### src/sbf3_scale.sv
// Distance estimate rescale path, delayed to line up with the axis lanes.
module sbf3_scale #(
  parameter int W = 32,
  parameter int F = 24
) (
  input  logic                clk,
  input  logic signed [W-1:0] de,
  input  logic signed [31:0]  scale,
  input  logic signed [31:0]  offset,
  input  logic                rescale,
  output logic signed [W-1:0] est
);
  localparam int TW  = (W > 32) ? W : 32;
  localparam int PW  = W + 32;
  localparam int SW  = TW + 1;
  localparam int DLY = 4;
  localparam logic signed [W-1:0] VMAX = {1'b0, {(W-1){1'b1}}};
  localparam logic signed [W-1:0] VMIN = {1'b1, {(W-1){1'b0}}};

  logic signed [PW-1:0] p1, sh;
  logic signed [W-1:0]  d1, d2, q2, e3, q_sat, s_sat;
  logic signed [SW-1:0] s;
  logic                 q_fits, s_fits;
  logic signed [W-1:0]  dly [DLY];

  always_comb begin
    sh     = p1 >>> F;
    q_fits = (&sh[PW-1:W-1]) | ~(|sh[PW-1:W-1]);
    q_sat  = q_fits ? sh[W-1:0] : (sh[PW-1] ? VMIN : VMAX);
    s      = SW'(q2) + SW'(offset);
    s_fits = (&s[SW-1:W-1]) | ~(|s[SW-1:W-1]);
    s_sat  = s_fits ? s[W-1:0] : (s[SW-1] ? VMIN : VMAX);
  end

  always_ff @(posedge clk) begin
    p1 <= PW'(de) * PW'(scale);
    d1 <= de;
    q2 <= q_sat;
    d2 <= d1;
    e3 <= rescale ? s_sat : d2;
    dly[0] <= e3;
    for (int i = 1; i < DLY; i++) begin
      dly[i] <= dly[i-1];
    end
  end

  assign est = dly[DLY-1];

endmodule

### config.mk
export PLATFORM = sky130hd
export DESIGN_NAME = sbf3_scale
export DESIGN_NICKNAME = d
export VERILOG_FILES = /design/src/sbf3_scale.sv
export SDC_FILE = /design/constraint.sdc
export NUM_CORES = 2
export LEC_CHECK = 0
export ABC_CLOCK_PERIOD_IN_PS = 22500
export BUFFER_PORTS_ARGS = -buffer_cell sky130_fd_sc_hd__buf_2
export CORE_MARGIN = 4
export CORE_UTILIZATION = 30
export CTS_CLUSTER_DIAMETER = 30
export DETAILED_ROUTE_END_ITERATION = 6
export PLACE_DENSITY_LB_ADDON = 0.1
export SYNTH_ARGS = -nofsm -noshare
export SYNTH_HDL_FRONTEND = slang
export SYNTH_SLANG_ARGS = --single-unit
### constraint.sdc
create_clock -name clk -period 22.5 [get_ports clk]
set_input_delay 2.25 -clock clk [delete_from_list [all_inputs] [get_ports clk]]
set_output_delay 2.25 -clock clk [all_outputs]
set_load 0.03 [all_outputs]
==> metrics <==
run status=completed; largest net degree at the start of global routing=47; I/O pin count=130; initial antenna violation count=11; Clock Tree Root=clkbuf_16; CTS H-tree depth=2; die width=slightly below 400 um; DR WL/cell=a little over 20 um; core area=between 0.1 and 0.15 mm^2; Worst EP required=roughly 23 ns; Setup CP Type=in -> reg; register area=a little under 0.006 mm^2; routed wire length=129 mm; share of layout cells above drive strength 1=under 10%; DP Area=approximately 0.046 mm^2; initial core utilization=a little over 30%; asr flop ratio synth=0%; # fillers=approximately 15,000; fin nets=5,827; CP arrival=roughly 11 ns; vias in the first global route=roughly 32,000; global-route wire length before repair=roughly 200 mm; RSZ-0062 raised after global routing=false; Hold Vio Cnt, Final=0; Post-CTS Hold Buffers=0; Row Count=about 140; Layout area overhead=8.65%; TritonRoute pass-1 iters=6; GRT Total Usage=between 10% and 20%; die height=between 300 and 400 um; Slew Limit Fails=0; CTS Buf Count=34; post-route minimum period=~10 ns; Startpoint Class=input pin; Yosys reg bits=around 300; Final setup violation count=0; crit path capture type=register; Clk Latency, worst-skew pair=approximately 0.50 ns; achievable frequency=between 90 and 100 MHz; Residual DRC=0; dpl hpwl=between 90 and 100 mm; distinct cell type count after synthesis=68; EDFF count, synth=0; drt initial violations=1,366; DIE AREA=around 0.15 mm^2; number of cells upsized or downsized after cts=0; Port Buffers=129; post-route setup TNS=0 ns; post-route ant nets=0; post-synthesis cell area=0.0438 mm^2; share of the yosys chip area belonging to registers=a little over an eighth; worst-path fanout max=33; cell area after layout=0.0476 mm^2; Ys Warns=0; multi-input combinational cell area=approximately 0.033 mm^2; Post-CTS Setup Inserts=0; worst slew pin tran=roughly 1.2 ns; Rel. slew slack=between 20 and 25%; clk slew on worst S/H paths=0.07 ns; Clock Skew=approximately 0.016 ns; TritonCTS clock tree=built; synthesized instance count=~4,400; Synth Net Count=a little under 6,000; Bufs on Longest Clock Path=3; Mapped Avg Cell Area=about 9.9 um^2; DR vias/cell=4.49; clock sinks=296; max-cap violations=0; Final Cycle Share=45.4%; grt ovf=0; routability cong.=between 0.7 and 0.8; type of the worst min-delay path=reg -> reg; Main synth FF type=dfxtp_1; via count=between 20,000 and 30,000
==> area by class of cell <==
| type | count | share of cell area [%] |
|---|---|---|
| multi-input combinational | 2912 | 69.9 |
| sequential | 296 | 12.5 |
| inverter | 1011 | 7.98 |
| tap | 1903 | 5.01 |
| timing repair buffer | 180 | 2.16 |
| clock buffer | 40 | 1.99 |
| clock inverter | 21 | 0.460 |
| antenna | 8 | 0.0421 |
==> final timing paths <==
kind	from	end	slack [ns]	depth (start not counted)
worst max-delay path	de[15]	p1[58]	12.28	26
worst min-delay path	e3[1]	dly[0][1]	0.32	0
worst max register to register	q2[0]	e3[8]	18.65	13
worst min register to register	e3[1]	dly[0][1]	0.32	0
==> state kept, by name (all words and copies together), names as in the netlist <==
| register | flops |
|---|---|
| q2 | 32 |
| d2 | 32 |
| p1 | 40 |
| e3 | 32 |
| dly | 128 |
| d1 | 32 |
==> critical path: stages <==
cell and delay [ns]:
buf_2 0.75, nand2_1 0.17, fa_1 0.58, fa_1 0.43, fa_1 0.51, fa_1 0.55
inv_1 0.06, fa_1 0.50, inv_1 0.06, fa_1 0.53, inv_1 0.05, fa_1 0.47
inv_1 0.05, fa_1 0.48, inv_1 0.04, ha_1 0.28, nand3_1 0.15, nor3_2 0.25
o211ai_1 0.13, o211ai_2 0.49, o2111ai_1 0.47, a2111oi_4 0.55, o21ai_0 0.16, o21ai_1 0.24
o221ai_1 0.19, xnor2_1 0.15
==> logic make-up after synthesis <==
group	after synthesis	synth area share (%)
DFF	296	13.5
AOI/OAI and AO/OA	292	4.34
buffers and inverters	1225	10.5
adders and majority gates	1295	55.6
and+or+nand+nor	1235	14.1
muxes	14	0.354
xor gates and xnor gates	76	1.52
==> per-stage QoR <==
stage                     instances  hold WS [ns]  setup slack [ns]  util, %
final                          6371         0.319             12.28     33.0
after global routing           6363         0.321             11.83     32.9
after CTS                      6363         0.320             12.21     32.9
after detailed placement       6302         0.312             11.72     32.1
after global placement         6302         0.310             11.82     32.1
after floorplan                4433         0.310             13.04        -
==> routing by layer <==
layer	track usage, %	share of wire [%]	wire, um	vias to the layer above
met2	30.4	50	64500	430
met5	0	0	0	-
met4	2.00	1.1	1460	0
met1	24.2	46	58800	15200
li1	-	-	-	12900
met3	1.46	3.0	3910	69
==> layout by cell type, fill, tap and decap left out, types with 5 or more instances in the layout <==
cell type / n
a211oi_1: 11
a21o_1: 44
a21oi_1: 68
a31oi_1: 6
and2_1: 517
and3_1: 7
buf_2: 129
buf_4: 51
clkbuf_16: 37
dfxtp_1: 296
diode_2: 8
fa_1: 1082
ha_1: 212
inv_1: 1010
inv_6: 8
mux2_2: 12
nand2_1: 547
nand2b_1: 15
nand3_1: 16
nand4_1: 11
nor2_1: 74
nor2b_1: 6
nor3_1: 11
o211ai_1: 11
o21a_1: 9
o21ai_0: 74
o21bai_1: 13
o22ai_1: 11
or2_2: 5
xnor2_1: 52
xor2_1: 24
==> Yosys cell counts, drive strengths merged (24+ instances only) <==
cell type  number  area, um^2
nor2           74         278
dfxtp         296        5930
nand2         547        2050
fa           1082       21700
a21o           44         330
ha            212        2650
clkbuf        204         766
inv          1011        3790
xor2           24         210
xnor2          52         455
o21ai          79         399
and2          517        3230
a21oi          71         367
Power is left out: the tool's default activity adds up to more than one toggle a clock period on the data nets, which glitch-free logic cannot reach.
