--- src/sbf3_pkg.sv ---
// Shared types and register codes for the clamped 3D box fold core.
package sbf3_pkg;

  typedef struct packed {
    logic weighted;
    logic colour_en;
    logic rescale;
    logic fold_z;
  } sbf3_mode_t;

  typedef enum logic [2:0] {
    REG_FOLD_X,
    REG_FOLD_Y,
    REG_FOLD_Z,
    REG_MODE,
    REG_SCALE,
    REG_COL_X,
    REG_COL_Y,
    REG_COL_Z
  } sbf3_reg_t;

  localparam logic [63:0] FOLD_RESET  = 64'h0100_0000_0200_0000;
  localparam logic [63:0] SCALE_RESET = 64'h0100_0000_0000_0000;
  localparam sbf3_mode_t  MODE_RESET  = '{weighted: 1'b0, colour_en: 1'b0,
                                          rescale: 1'b0, fold_z: 1'b1};

endpackage

--- src/sbf3_axis_lane.sv ---
// One axis lane: clamped fold of a coordinate and its colour term.
module sbf3_axis_lane #(
  parameter int W = 32,
  parameter int F = 24,
  localparam int TW = (W > 32) ? W : 32
) (
  input  logic                    clk,
  input  logic signed [W-1:0]     v,
  input  logic signed [31:0]      f,
  input  logic signed [31:0]      m,
  input  logic signed [31:0]      k,
  input  logic                    fold_en,
  input  sbf3_pkg::sbf3_mode_t    mode,
  output logic signed [W-1:0]     newv,
  output logic signed [TW-1:0]    term
);
  import sbf3_pkg::*;

  localparam int EW = TW + 4;
  localparam int PW = EW + 32;
  localparam logic signed [W-1:0] VMAX = {1'b0, {(W-1){1'b1}}};
  localparam logic signed [W-1:0] VMIN = {1'b1, {(W-1){1'b0}}};

  logic signed [W-1:0]  v1, v2, v3, n4, n5, n6, n7;
  logic signed [EW-1:0] sp, sm, t2, d3, w5;
  logic signed [PW-1:0] p6;
  logic                 c4, c5, c6;
  logic signed [TW-1:0] term7;

  logic signed [EW-1:0] ad, r, abs_n;
  logic                 r_fits, s_fits;
  logic signed [W-1:0]  r_sat, wt;
  logic signed [PW-1:0] sh;

  function automatic logic signed [EW-1:0] mag(input logic signed [EW-1:0] x);
    mag = x[EW-1] ? -x : x;
  endfunction

  always_comb begin
    ad = mag(EW'(v2) - t2);
    if (v3 == '0) begin
      r = EW'(v3);
    end else if (v3[W-1]) begin
      r = EW'(v3) + d3;
    end else begin
      r = EW'(v3) - d3;
    end
    r_fits = (&r[EW-1:W-1]) | ~(|r[EW-1:W-1]);
    r_sat  = r_fits ? r[W-1:0] : (r[EW-1] ? VMIN : VMAX);
    abs_n  = mag(EW'(n4));
    sh     = p6 >>> F;
    s_fits = (&sh[PW-1:W-1]) | ~(|sh[PW-1:W-1]);
    wt     = s_fits ? sh[W-1:0] : (sh[PW-1] ? VMIN : VMAX);
  end

  always_ff @(posedge clk) begin
    v1 <= v;
    sp <= EW'(v) + EW'(f);
    sm <= EW'(v) - EW'(f);
    t2 <= mag(sp) - mag(sm) - EW'(v1);
    v2 <= v1;
    d3 <= (EW'(m) < ad) ? EW'(m) : ad;
    v3 <= v2;
    n4 <= fold_en ? r_sat : v3;
    c4 <= fold_en && (r_sat != v3);
    w5 <= abs_n - EW'(f);
    n5 <= n4;
    c5 <= c4;
    p6 <= PW'(k) * PW'(w5);
    n6 <= n5;
    c6 <= c5;
    if (!mode.colour_en || !c6) begin
      term7 <= '0;
    end else if (mode.weighted) begin
      term7 <= TW'(wt);
    end else begin
      term7 <= TW'(k);
    end
    n7 <= n6;
  end

  assign newv = n7;
  assign term = term7;

endmodule

--- config.mk ---
export PLATFORM = sky130hd
export DESIGN_NAME = sbf3_axis_lane
export DESIGN_NICKNAME = d
export VERILOG_FILES = /design/src/sbf3_pkg.sv /design/src/sbf3_axis_lane.sv
export SDC_FILE = /design/constraint.sdc
export NUM_CORES = 2
export LEC_CHECK = 0
export BUFFER_PORTS_ARGS = -buffer_cell sky130_fd_sc_hd__buf_2
export CAP_MARGIN = 25
export CORE_ASPECT_RATIO = 0.75
export CORE_UTILIZATION = 39
export CTS_CLUSTER_SIZE = 20
export DETAILED_ROUTE_END_ITERATION = 7
export SLEW_MARGIN = 15
export SYNTH_ARGS = -nofsm -noshare
export SYNTH_HDL_FRONTEND = slang
export SYNTH_SLANG_ARGS = --single-unit
--- constraint.sdc ---
create_clock -name clk -period 16.75 [get_ports clk]
set_input_delay 1.675 -clock clk [delete_from_list [all_inputs] [get_ports clk]]
set_output_delay 1.675 -clock clk [all_outputs]
set_load 0.02 [all_outputs]
==> qor.log <==
qor: yosys.synth-edff-count 0
qor: final_layout.layout.cells.most_common inv_1
qor: final_layout.post_route_cells_drive_above_1_share 0.0604
qor: routing.vias 49,157
qor: yosys.synth.ff_latch_count 476
qor: yosys.yosys.area.top_type_share 0.377
qor: routing.first_iter_violations 3,815
qor: routing.drt.antenna.violating_nets 0
qor: sta.grt_setup_unrepaired no
qor: worst_setup_path.worstReg2RegEnd p6[66]
qor: min_path.hold_path_end n6[13]
qor: sta.finalCritPeriodShare 0.635
qor: routing.routed_via_density 5.20
qor: routing.wl 197,000 um
qor: floorplanning.fp.coreArea 0.168 mm2
qor: floorplanning.ios 198
qor: min_path.timing.hold.worst.start n5[13]
qor: placement.placement.io_buffers 195
qor: global_routing.grt_start_max_net_pins 39
qor: cts.clock_tree.buffer_depth 3
qor: yosys.synth_cell_type_count 95
qor: yosys.synthDominantAreaCellType fa_1
qor: yosys.syn-cell-area 0.0658 mm2
qor: cts.total_clock_buffers_created_by_cts 53
qor: worst_setup_path.cp_data_required_time 17.31 ns
qor: sta.timing_worst_slew_pin_value 1.20 ns
qor: final_layout.final_net_count 8,968
qor: global_routing.first_global_vias 51,341
qor: placement.detailedPlacementHpwl 153,000 um
qor: worst_setup_path.cp_data_arrival_time 11.20 ns
qor: worst_setup_path.timing.reg2reg.worst_path_depth 25
qor: sta.timing.fmax 94.0 MHz
qor: outcome.outcome finished clean
qor: floorplanning.die_area 0.170 mm2
qor: yosys.netlist_top_cells_area fa_1, dfxtp_1, ha_1, inv_1, and2_1
qor: global_routing.grt.total_usage 0.235
qor: sta.relSlewSlack 0.199
qor: worst_setup_path.reg2reg_slack 6.89 ns
qor: floorplanning.floorplan.rows 130
qor: yosys.synth_top_flop_cell dfxtp_1
qor: worst_setup_path.cp-start-kind input pin
qor: global_routing.global_route_total_overflow 0
qor: sta.final.setup_skew 0.0607 ns
qor: yosys.syn_area_per_cell 9.21 um2
qor: sta.setup_viol 0
qor: global_routing.wire_length_of_the_first_global_routing_pass 307,000 um
qor: cts.cts.repair_timing.setup_buffer_count 0
qor: floorplanning.start_util 0.393
qor: cts.holdBufCountCts 0
qor: worst_setup_path.path_max_fanout 37
qor: worst_setup_path.worstSetupEndpointType flip-flop
qor: floorplanning.die-width 476 um
qor: cts.clock_root_buffer clkbuf_16
qor: final_layout.final_cell_mix inv_1, fa_1, nand2_1
qor: cts.clk-insertion-delay-late 0.69 ns
qor: global_routing.antenna_found_initial 26
qor: yosys.ys_warn_count 0
qor: worst_setup_path.regToRegStartpoint w5[17]
qor: sta.accumulated_negative_setup_slack 0 ns
qor: sta.final_period_minus_worst_setup_slack 10.64 ns
qor: cts.cts.htree.levels 2
qor: cts.cts_tree yes
qor: floorplanning.fp.dieH 358 um
qor: cts.clk_pin_slew 0.07 ns
qor: final_layout.flow.area_growth_from_synthesis 8.00%
qor: routing.routedWlPerCell 20.8 um
qor: yosys.seq_area_frac_synth 0.145
qor: min_path.min_delay_path_depth 0
qor: routing.drc_errors 0
qor: cts.ctsResizeCount 0
qor: worst_setup_path.critical_path_class input pin to flip-flop
qor: min_path.min_path_type flip-flop to flip-flop
qor: placement.globalplace.congestion 0.942
qor: cts.cts.sinks 476
qor: yosys.ys_async_sr_fraction 0
qor: yosys.netlist_instances 7,145
qor: sta.final_max_slew_viol_count 0
qor: sta.finalHoldViolCount 0
qor: flow_run.drv.max_cap_violation_count 0
qor: routing.drt_first_pass_iters 6
## per-layer routing
layer  share of wire  GRT usage  vias to the layer above
met4           0.022     0.0527                        6
met1            0.47      0.351                    24972
li1                -          -                    22179
met2            0.42      0.355                     1754
met5         0.00018          0                        -
met3           0.080     0.0393                      246
## critical path, cell delays in order
cell and delay, ns:
buf_2 0.85, nand2_1 0.17, fa_1 0.50, fa_1 0.53, fa_1 0.59, fa_1 0.45
fa_1 0.54, inv_1 0.05, fa_1 0.47, fa_1 0.51, inv_1 0.06, fa_1 0.48
inv_1 0.04, ha_1 0.33, nand4_1 0.19, or3_1 0.49, nand4bb_1 0.49, a21oi_1 0.33
a31oi_1 0.14, buf_4 0.18, a31oi_1 0.66, a22oi_1 0.33, o21bai_1 0.45, a32oi_1 0.22
a21boi_0 0.26, xor2_1 0.17
## state kept, by name, summed over array words and instances, names as in the netlist
register / count
t2: 36
c6: 1
n4: 32
c4: 1
n5: 32
p6: 44
newv: 32
v3: 32
c5: 1
n6: 32
term: 32
v1: 32
sm: 32
d3: 36
w5: 36
v2: 32
sp: 33
## logic make-up after synthesis
| logic type | share of synthesized area |
|---|---|
| AOI/OAI and AO/OA | 0.0873 |
| adders and majority gates | 0.459 |
| and+or+nand+nor | 0.157 |
| buffers and inverters | 0.0940 |
| muxes | 0.00787 |
| xor gates and xnor gates | 0.0501 |
| other | 0.000114 |
| DFF | 0.145 |
## through the flow
stage,area [um2],setup WS (ns),utilization,instances,hold slack [ns]
after floorplan,65800,7.64,-,7150,0.310
after global placement,69000,5.71,0.412,9344,0.313
after detailed placement,69000,5.56,0.412,9345,0.312
after CTS,70900,6.22,0.423,9444,0.326
after global routing,71100,5.86,0.424,9457,0.330
final,71100,6.11,0.424,9461,0.323
## worst max-delay path by stage
stage,start,end,slack (ns),depth (start not counted)
floorplan,k[5],p6[66],7.64,31
global placement,k[2],p6[66],5.71,26
detailed placement,k[8],p6[66],5.56,26
CTS,k[8],p6[66],6.22,26
global route,k[13],p6[66],5.86,27
finish,k[10],p6[66],6.11,26
## Yosys cell counts (all sizes together), types with 26 or more instances
master     n
a211oi    36
a21o      76
a21oi    249
and2     598
and3      36
clkbuf   297
dfxtp    476
fa      1240
ha       431
inv     1342
mux2i     45
nand2    730
nand2b    61
nand3     63
nand4     34
nor2     233
nor2b     46
nor3      90
nor4      29
o211ai    28
o21a      42
o21ai    193
o21bai    26
o31ai     38
or3       40
or4       27
xnor2    239
xor2     137
## layout make-up
cell class | count | area (um2)
timing repair buffer | 263 | 1570
inverter | 1343 | 5040
tap | 2244 | 2810
antenna | 10 | 25.0
sequential | 476 | 9540
multi-input combinational | 5026 | 50200
clock buffer | 59 | 1380
clock inverter | 40 | 553
fill | 16502 | 96400
Power is left out: the tool's default activity adds up to more than one toggle a clock period on the data nets, which glitch-free logic cannot reach.
