File: config.mk
export PLATFORM = sky130hd
export DESIGN_NAME = sbf3_merge
export DESIGN_NICKNAME = d
export VERILOG_FILES = /design/src/sbf3_merge.sv
export SDC_FILE = /design/constraint.sdc
export NUM_CORES = 1
export LEC_CHECK = 0
export BUFFER_PORTS_ARGS = -buffer_cell sky130_fd_sc_hd__buf_4
export CORE_AREA = 2 2 161 163
export CTS_CLUSTER_SIZE = 12
export DETAILED_ROUTE_END_ITERATION = 6
export DIE_AREA = 0 0 163 165
export MAX_ROUTING_LAYER = met4
export PLACE_DENSITY_LB_ADDON = 0.25
export SLEW_MARGIN = 20
export SYNTH_ARGS = -nofsm -noshare
export SYNTH_HDL_FRONTEND = slang
export SYNTH_SLANG_ARGS = --single-unit
File: constraint.sdc
create_clock -name clk -period 3.82 [get_ports clk]
set_input_delay 0.382 -clock clk [delete_from_list [all_inputs] [get_ports clk]]
set_output_delay 0.382 -clock clk [all_outputs]
set_load 0.005 [all_outputs]
File: src/sbf3_merge.sv
// Merge stage: adds the lane colour terms to the input colour when enabled and registers all outputs.
module sbf3_merge #(
  parameter int W = 32,
  localparam int TW = (W > 32) ? W : 32
) (
  input  logic                 clk,
  input  logic signed [W-1:0]  col,
  input  logic signed [W-1:0]  nx,
  input  logic signed [W-1:0]  ny,
  input  logic signed [W-1:0]  nz,
  input  logic signed [TW-1:0] tx,
  input  logic signed [TW-1:0] ty,
  input  logic signed [TW-1:0] tz,
  input  logic signed [W-1:0]  est,
  input  logic                 colour_en,
  output logic signed [W-1:0]  out_x,
  output logic signed [W-1:0]  out_y,
  output logic signed [W-1:0]  out_z,
  output logic signed [W-1:0]  estimate_out,
  output logic signed [W-1:0]  colour_out
);
  localparam int SW = TW + 2;
  localparam logic signed [W-1:0] VMAX = {1'b0, {(W-1){1'b1}}};
  localparam logic signed [W-1:0] VMIN = {1'b1, {(W-1){1'b0}}};

  logic signed [SW-1:0] sum;
  logic                 fits;
  logic signed [W-1:0]  sum_sat;

  always_comb begin
    sum     = SW'(col) + SW'(tx) + SW'(ty) + SW'(tz);
    fits    = (&sum[SW-1:W-1]) | ~(|sum[SW-1:W-1]);
    sum_sat = fits ? sum[W-1:0] : (sum[SW-1] ? VMIN : VMAX);
  end

  always_ff @(posedge clk) begin
    out_x        <= nx;
    out_y        <= ny;
    out_z        <= nz;
    estimate_out <= est;
    colour_out   <= colour_en ? sum_sat : col;
  end

endmodule

==> metrics.txt <==
# TYPE chip_impl_metric gauge
chip_impl_info{name="outcome",value="finished, violations left"} 1
chip_impl_info{name="violations",value="DRC, setup timing"} 1
chip_impl_metric{name="finalWeightedCongestion",unit=""} 0.877
chip_impl_metric{name="h-tree-depth",unit=""} 4
chip_impl_metric{name="synth_async_sr_flop_share",unit="%"} 0
chip_impl_info{name="grt_setup_unrepaired",value="yes"} 1
chip_impl_info{name="synth_top_cells_by_count",value="inv_1 (193), dfxtp_1 (160), fa_1 (65)"} 1
chip_impl_metric{name="initial_core_util",unit="%"} 29.4
chip_impl_metric{name="critPathMaxStageDelay",unit="ns"} 0.54
chip_impl_metric{name="row_count",unit=""} 58
chip_impl_info{name="grt_most_used_layer",value="met2"} 1
chip_impl_metric{name="buffers_and_inverters_on_the_worst_path",unit=""} 5
chip_impl_metric{name="gr-total-overflow",unit=""} 0
chip_impl_metric{name="synth_area_per_cell",unit="µm²"} 10.6
chip_impl_metric{name="grt_max_degree",unit=""} 32
chip_impl_metric{name="synth_largest_type_area_fraction",unit="%"} 43.6
chip_impl_metric{name="vdd_drop_max",unit="µV"} 224
chip_impl_metric{name="yosysSeqAreaShare",unit="%"} 43.6
chip_impl_info{name="crit_path_cell_trace",value="buf_6 > inv_2 > fa_1 > inv_2 > fa_1 > ha_4 > fa_2 > a21oi_4 > o221ai_2 > a22oi_2 > o211a_4 > o31ai_4 > mux2i_4 > buf_12 > buf_6 > a31o_4 > a221o_1"} 1
chip_impl_info{name="synth.largest_area_cell",value="dfxtp_1"} 1
chip_impl_metric{name="cp_data_arrival_time",unit="ns"} 4.14
chip_impl_metric{name="crit_required",unit="ns"} 4.14
chip_impl_metric{name="setup_slack",unit="ns"} -0.00258
chip_impl_metric{name="detail_route.iter0.violations",unit=""} 425
chip_impl_metric{name="maximum_clock_insertion_buffer_count",unit=""} 2
chip_impl_info{name="crit_path_start",value="ty[1]"} 1
chip_impl_metric{name="drt_drc_violations_left",unit=""} 3
chip_impl_info{name="cts_tree",value="built"} 1
chip_impl_metric{name="netlist_instances",unit=""} 691
chip_impl_metric{name="port-buffer-count",unit=""} 417
chip_impl_metric{name="clock_transition_time_at_the_flip_flop_clock_pins_of_the_worst_setup_and_hold_paths",unit="ns"} 0.08
chip_impl_metric{name="global_route_met2_utilization",unit="%"} 36.5
chip_impl_metric{name="synthDistinctLibCells",unit=""} 55
chip_impl_info{name="dominantRegCellSynth",value="dfxtp_1"} 1
chip_impl_metric{name="power_switching",unit="W"} 0.00269
chip_impl_metric{name="die_height",unit="µm"} 165
chip_impl_info{name="cpLargestDelayFamily",value="adder cells"} 1
chip_impl_metric{name="route.detailed.vias_per_inst",unit=""} 4.33
chip_impl_metric{name="core_region_area",unit="mm²"} 0.0250
chip_impl_metric{name="postRouteWirelength",unit="µm"} 27700
chip_impl_info{name="yosysMostFrequentCell",value="inv_1"} 1
chip_impl_metric{name="via_count_of_the_first_global_routing_pass",unit=""} 6831
chip_impl_metric{name="groute.layer.met3.usage",unit="%"} 5.50
chip_impl_metric{name="routed-via-count",unit=""} 6797
chip_impl_metric{name="wl_per_cell",unit="µm"} 17.7
chip_impl_metric{name="powerDensity",unit="mW/mm²"} 597
chip_impl_metric{name="fmax",unit="GHz"} 0.262
chip_impl_info{name="worst-setup-path-type",value="primary input to flop"} 1
chip_impl_metric{name="use_met1",unit="%"} 20.6
chip_impl_metric{name="design_power_total",unit="W"} 0.00744
chip_impl_metric{name="antenna_left",unit=""} 0
chip_impl_metric{name="hold_viol_final",unit=""} 0
chip_impl_metric{name="global_route_wire_length_before_repair",unit="µm"} 38300
chip_impl_info{name="min-delay-start",value="ny[19]"} 1
chip_impl_metric{name="final_period_minus_worst_setup_slack",unit="ns"} 3.82
chip_impl_info{name="critical_path.startpoint_type",value="primary input"} 1
chip_impl_metric{name="number_of_flops_mapped_to_enable_cells_by_yosys",unit=""} 0
chip_impl_metric{name="dp_hpwl",unit="µm"} 22700
chip_impl_metric{name="drt_first_pass_iters",unit=""} 7
chip_impl_metric{name="grtUsageTotal",unit="%"} 19.9
chip_impl_info{name="timing.hold.worst.class",value="primary input to flop"} 1
chip_impl_metric{name="portion_of_total_power_attributed_to_combinational_logic",unit="%"} 49.1
chip_impl_metric{name="synthesis.nets",unit=""} 1047
chip_impl_metric{name="mappedNetlistArea",unit="mm²"} 0.00735
chip_impl_info{name="yosys-top-cells-area",value="dfxtp_1 (44%), fa_1 (18%), inv_1 (9.9%), ha_1 (5.6%), a221o_1 (4.1%)"} 1
chip_impl_metric{name="maxCapViolCount",unit=""} 0
chip_impl_metric{name="cts.sinks",unit=""} 160
chip_impl_metric{name="timing_worst_slew_pin_value",unit="ns"} 1.04
chip_impl_metric{name="number_of_endpoints_failing_setup_at_the_final_stage",unit=""} 2
chip_impl_metric{name="yosys_register_bits",unit=""} 160
chip_impl_metric{name="antenna_violations_before_repair",unit=""} 2
chip_impl_metric{name="cts_hold_buffers",unit=""} 0
chip_impl_metric{name="layout-drive-gt1-share",unit="%"} 47.8
chip_impl_metric{name="intPower",unit="W"} 0.00475
chip_impl_metric{name="layout_worst_path_cycle_share",unit="%"} 100
chip_impl_metric{name="areaGrowthSynthToFinish",unit="%"} 69.6
chip_impl_info{name="critical_path.slowest_cell",value="fa_1"} 1
chip_impl_metric{name="share_clk_of_total_power",unit="%"} 23.8
chip_impl_metric{name="io_pins",unit=""} 418
chip_impl_metric{name="seq_power_share",unit="%"} 27.1
chip_impl_metric{name="finalMaxSlewViolations",unit=""} 0
chip_impl_info{name="timing.critical_path.to_type",value="flop"} 1
chip_impl_metric{name="max-slew-margin-rel",unit="%"} 30.5
chip_impl_info{name="cts.root.buffer_cell",value="clkbuf_16"} 1
chip_impl_metric{name="tritoncts.num_buffers",unit=""} 17
chip_impl_metric{name="dp_worst_setup_slack",unit="ns"} -0.490
chip_impl_metric{name="power_leakage",unit="nW"} 6.52
chip_impl_metric{name="design.die.area",unit="mm²"} 0.0269
chip_impl_metric{name="die_width",unit="µm"} 163
chip_impl_metric{name="timing.critical_path.fanout_max",unit=""} 8
chip_impl_metric{name="yosys_warnings",unit=""} 0
chip_impl_metric{name="nets",unit=""} 1580
chip_impl_metric{name="fraction_of_power_spent_switching_nets",unit="%"} 36.1
[power by group through the flow]
stage | clock network [W] | registers, W | logic [W]
global placement | 0 | 0.00206 | 0.00322
CTS | 0.00181 | 0.00202 | 0.00326
floorplan | 0 | 0.00207 | 0.00174
detailed placement | 0 | 0.00206 | 0.00324
global route | 0.00188 | 0.00204 | 0.00396
finish | 0.00177 | 0.00202 | 0.00365
[routing by layer]
metal  up-vias  wire length [µm]
li1       3270                 -
met2       276             15000
met4         0               626
met3        30              2200
met1      3221              9880
met5         -                 0
[state kept, by name, indices dropped and copies added, names as in the netlist]
signal and cells:
colour_out 32, estimate_out 32, out_x 32, out_y 32, out_z 32
[worst paths after layout]
kind,end,slack [ns],cells after the start
worst min-delay path,out_y[19],0.05,1
worst max-delay path,colour_out[30],-0.003,17
[placed cells by master (no fill, tap or decap), types with 3 or more instances in the layout]
cell type	Yosys	layout
nor2_1	13	13
o211ai_1	3	3
xnor2_1	23	22
ha_1	33	29
nand2_1	20	20
a31o_4	1	4
ha_4	0	4
a21o_1	11	11
nand2b_1	3	3
o21bai_1	3	3
fa_1	65	64
buf_4	1	520
xor2_1	8	7
nand3_1	8	8
inv_8	0	5
nor3_1	3	3
clkinv_8	0	5
dfxtp_1	160	160
nand4_1	4	4
o21ai_0	15	15
a21oi_1	36	33
inv_1	193	189
inv_2	0	3
a31oi_1	7	6
a221o_1	30	30
clkbuf_16	0	17
buf_6	7	4
[through the flow]
stage                     hold WS, ns  TNS (ns)  utilization (%)  cells  cell area, µm²
after floorplan                 0.410         0                -    691            7350
after global placement          0.486     -9.45             46.1   1524           11500
after detailed placement        0.488    -12.63             46.1   1524           11500
after CTS                      0.0251         0             48.5   1556           12100
after global routing           0.0281     -1.04             49.8   1569           12500
final                          0.0463  -0.00408             49.8   1569           12500
[kinds of logic (layout without fill, tap and decap cells)]
group | after synthesis | after routing | synth area share, %
buffers and inverters | 208 | 751 | 11.5
DFF | 160 | 160 | 43.6
AOI/OAI and AO/OA | 132 | 135 | 13.8
adders and majority gates | 98 | 98 | 23.3
and+or+nand+nor | 61 | 61 | 3.98
xor gates and xnor gates | 31 | 31 | 3.69
muxes | 1 | 1 | 0.136
other | 0 | 2 | 0
[what timing repair did]
item / 4_1_cts / 5_1_grt
hold endpoints to repair: 0 / 0
buffers inserted: 0 / 7
resized for setup: 0 / 36
gates cloned: 0 / 4
setup endpoints to repair: 1 / 31
pin swaps: 1 / 17
[area by class of cell]
cell class              instances  area [µm²]
repair buffers                526        3990
clock inverters                15         186
fillers                      2395       12600
multi-input cells             326        3520
clock buffers                  17         425
diodes                          2        5.00
flip-flops and latches        160        3200
well taps                     330         413
inverters                     193         724
Power figures use the tool's default switching activity.
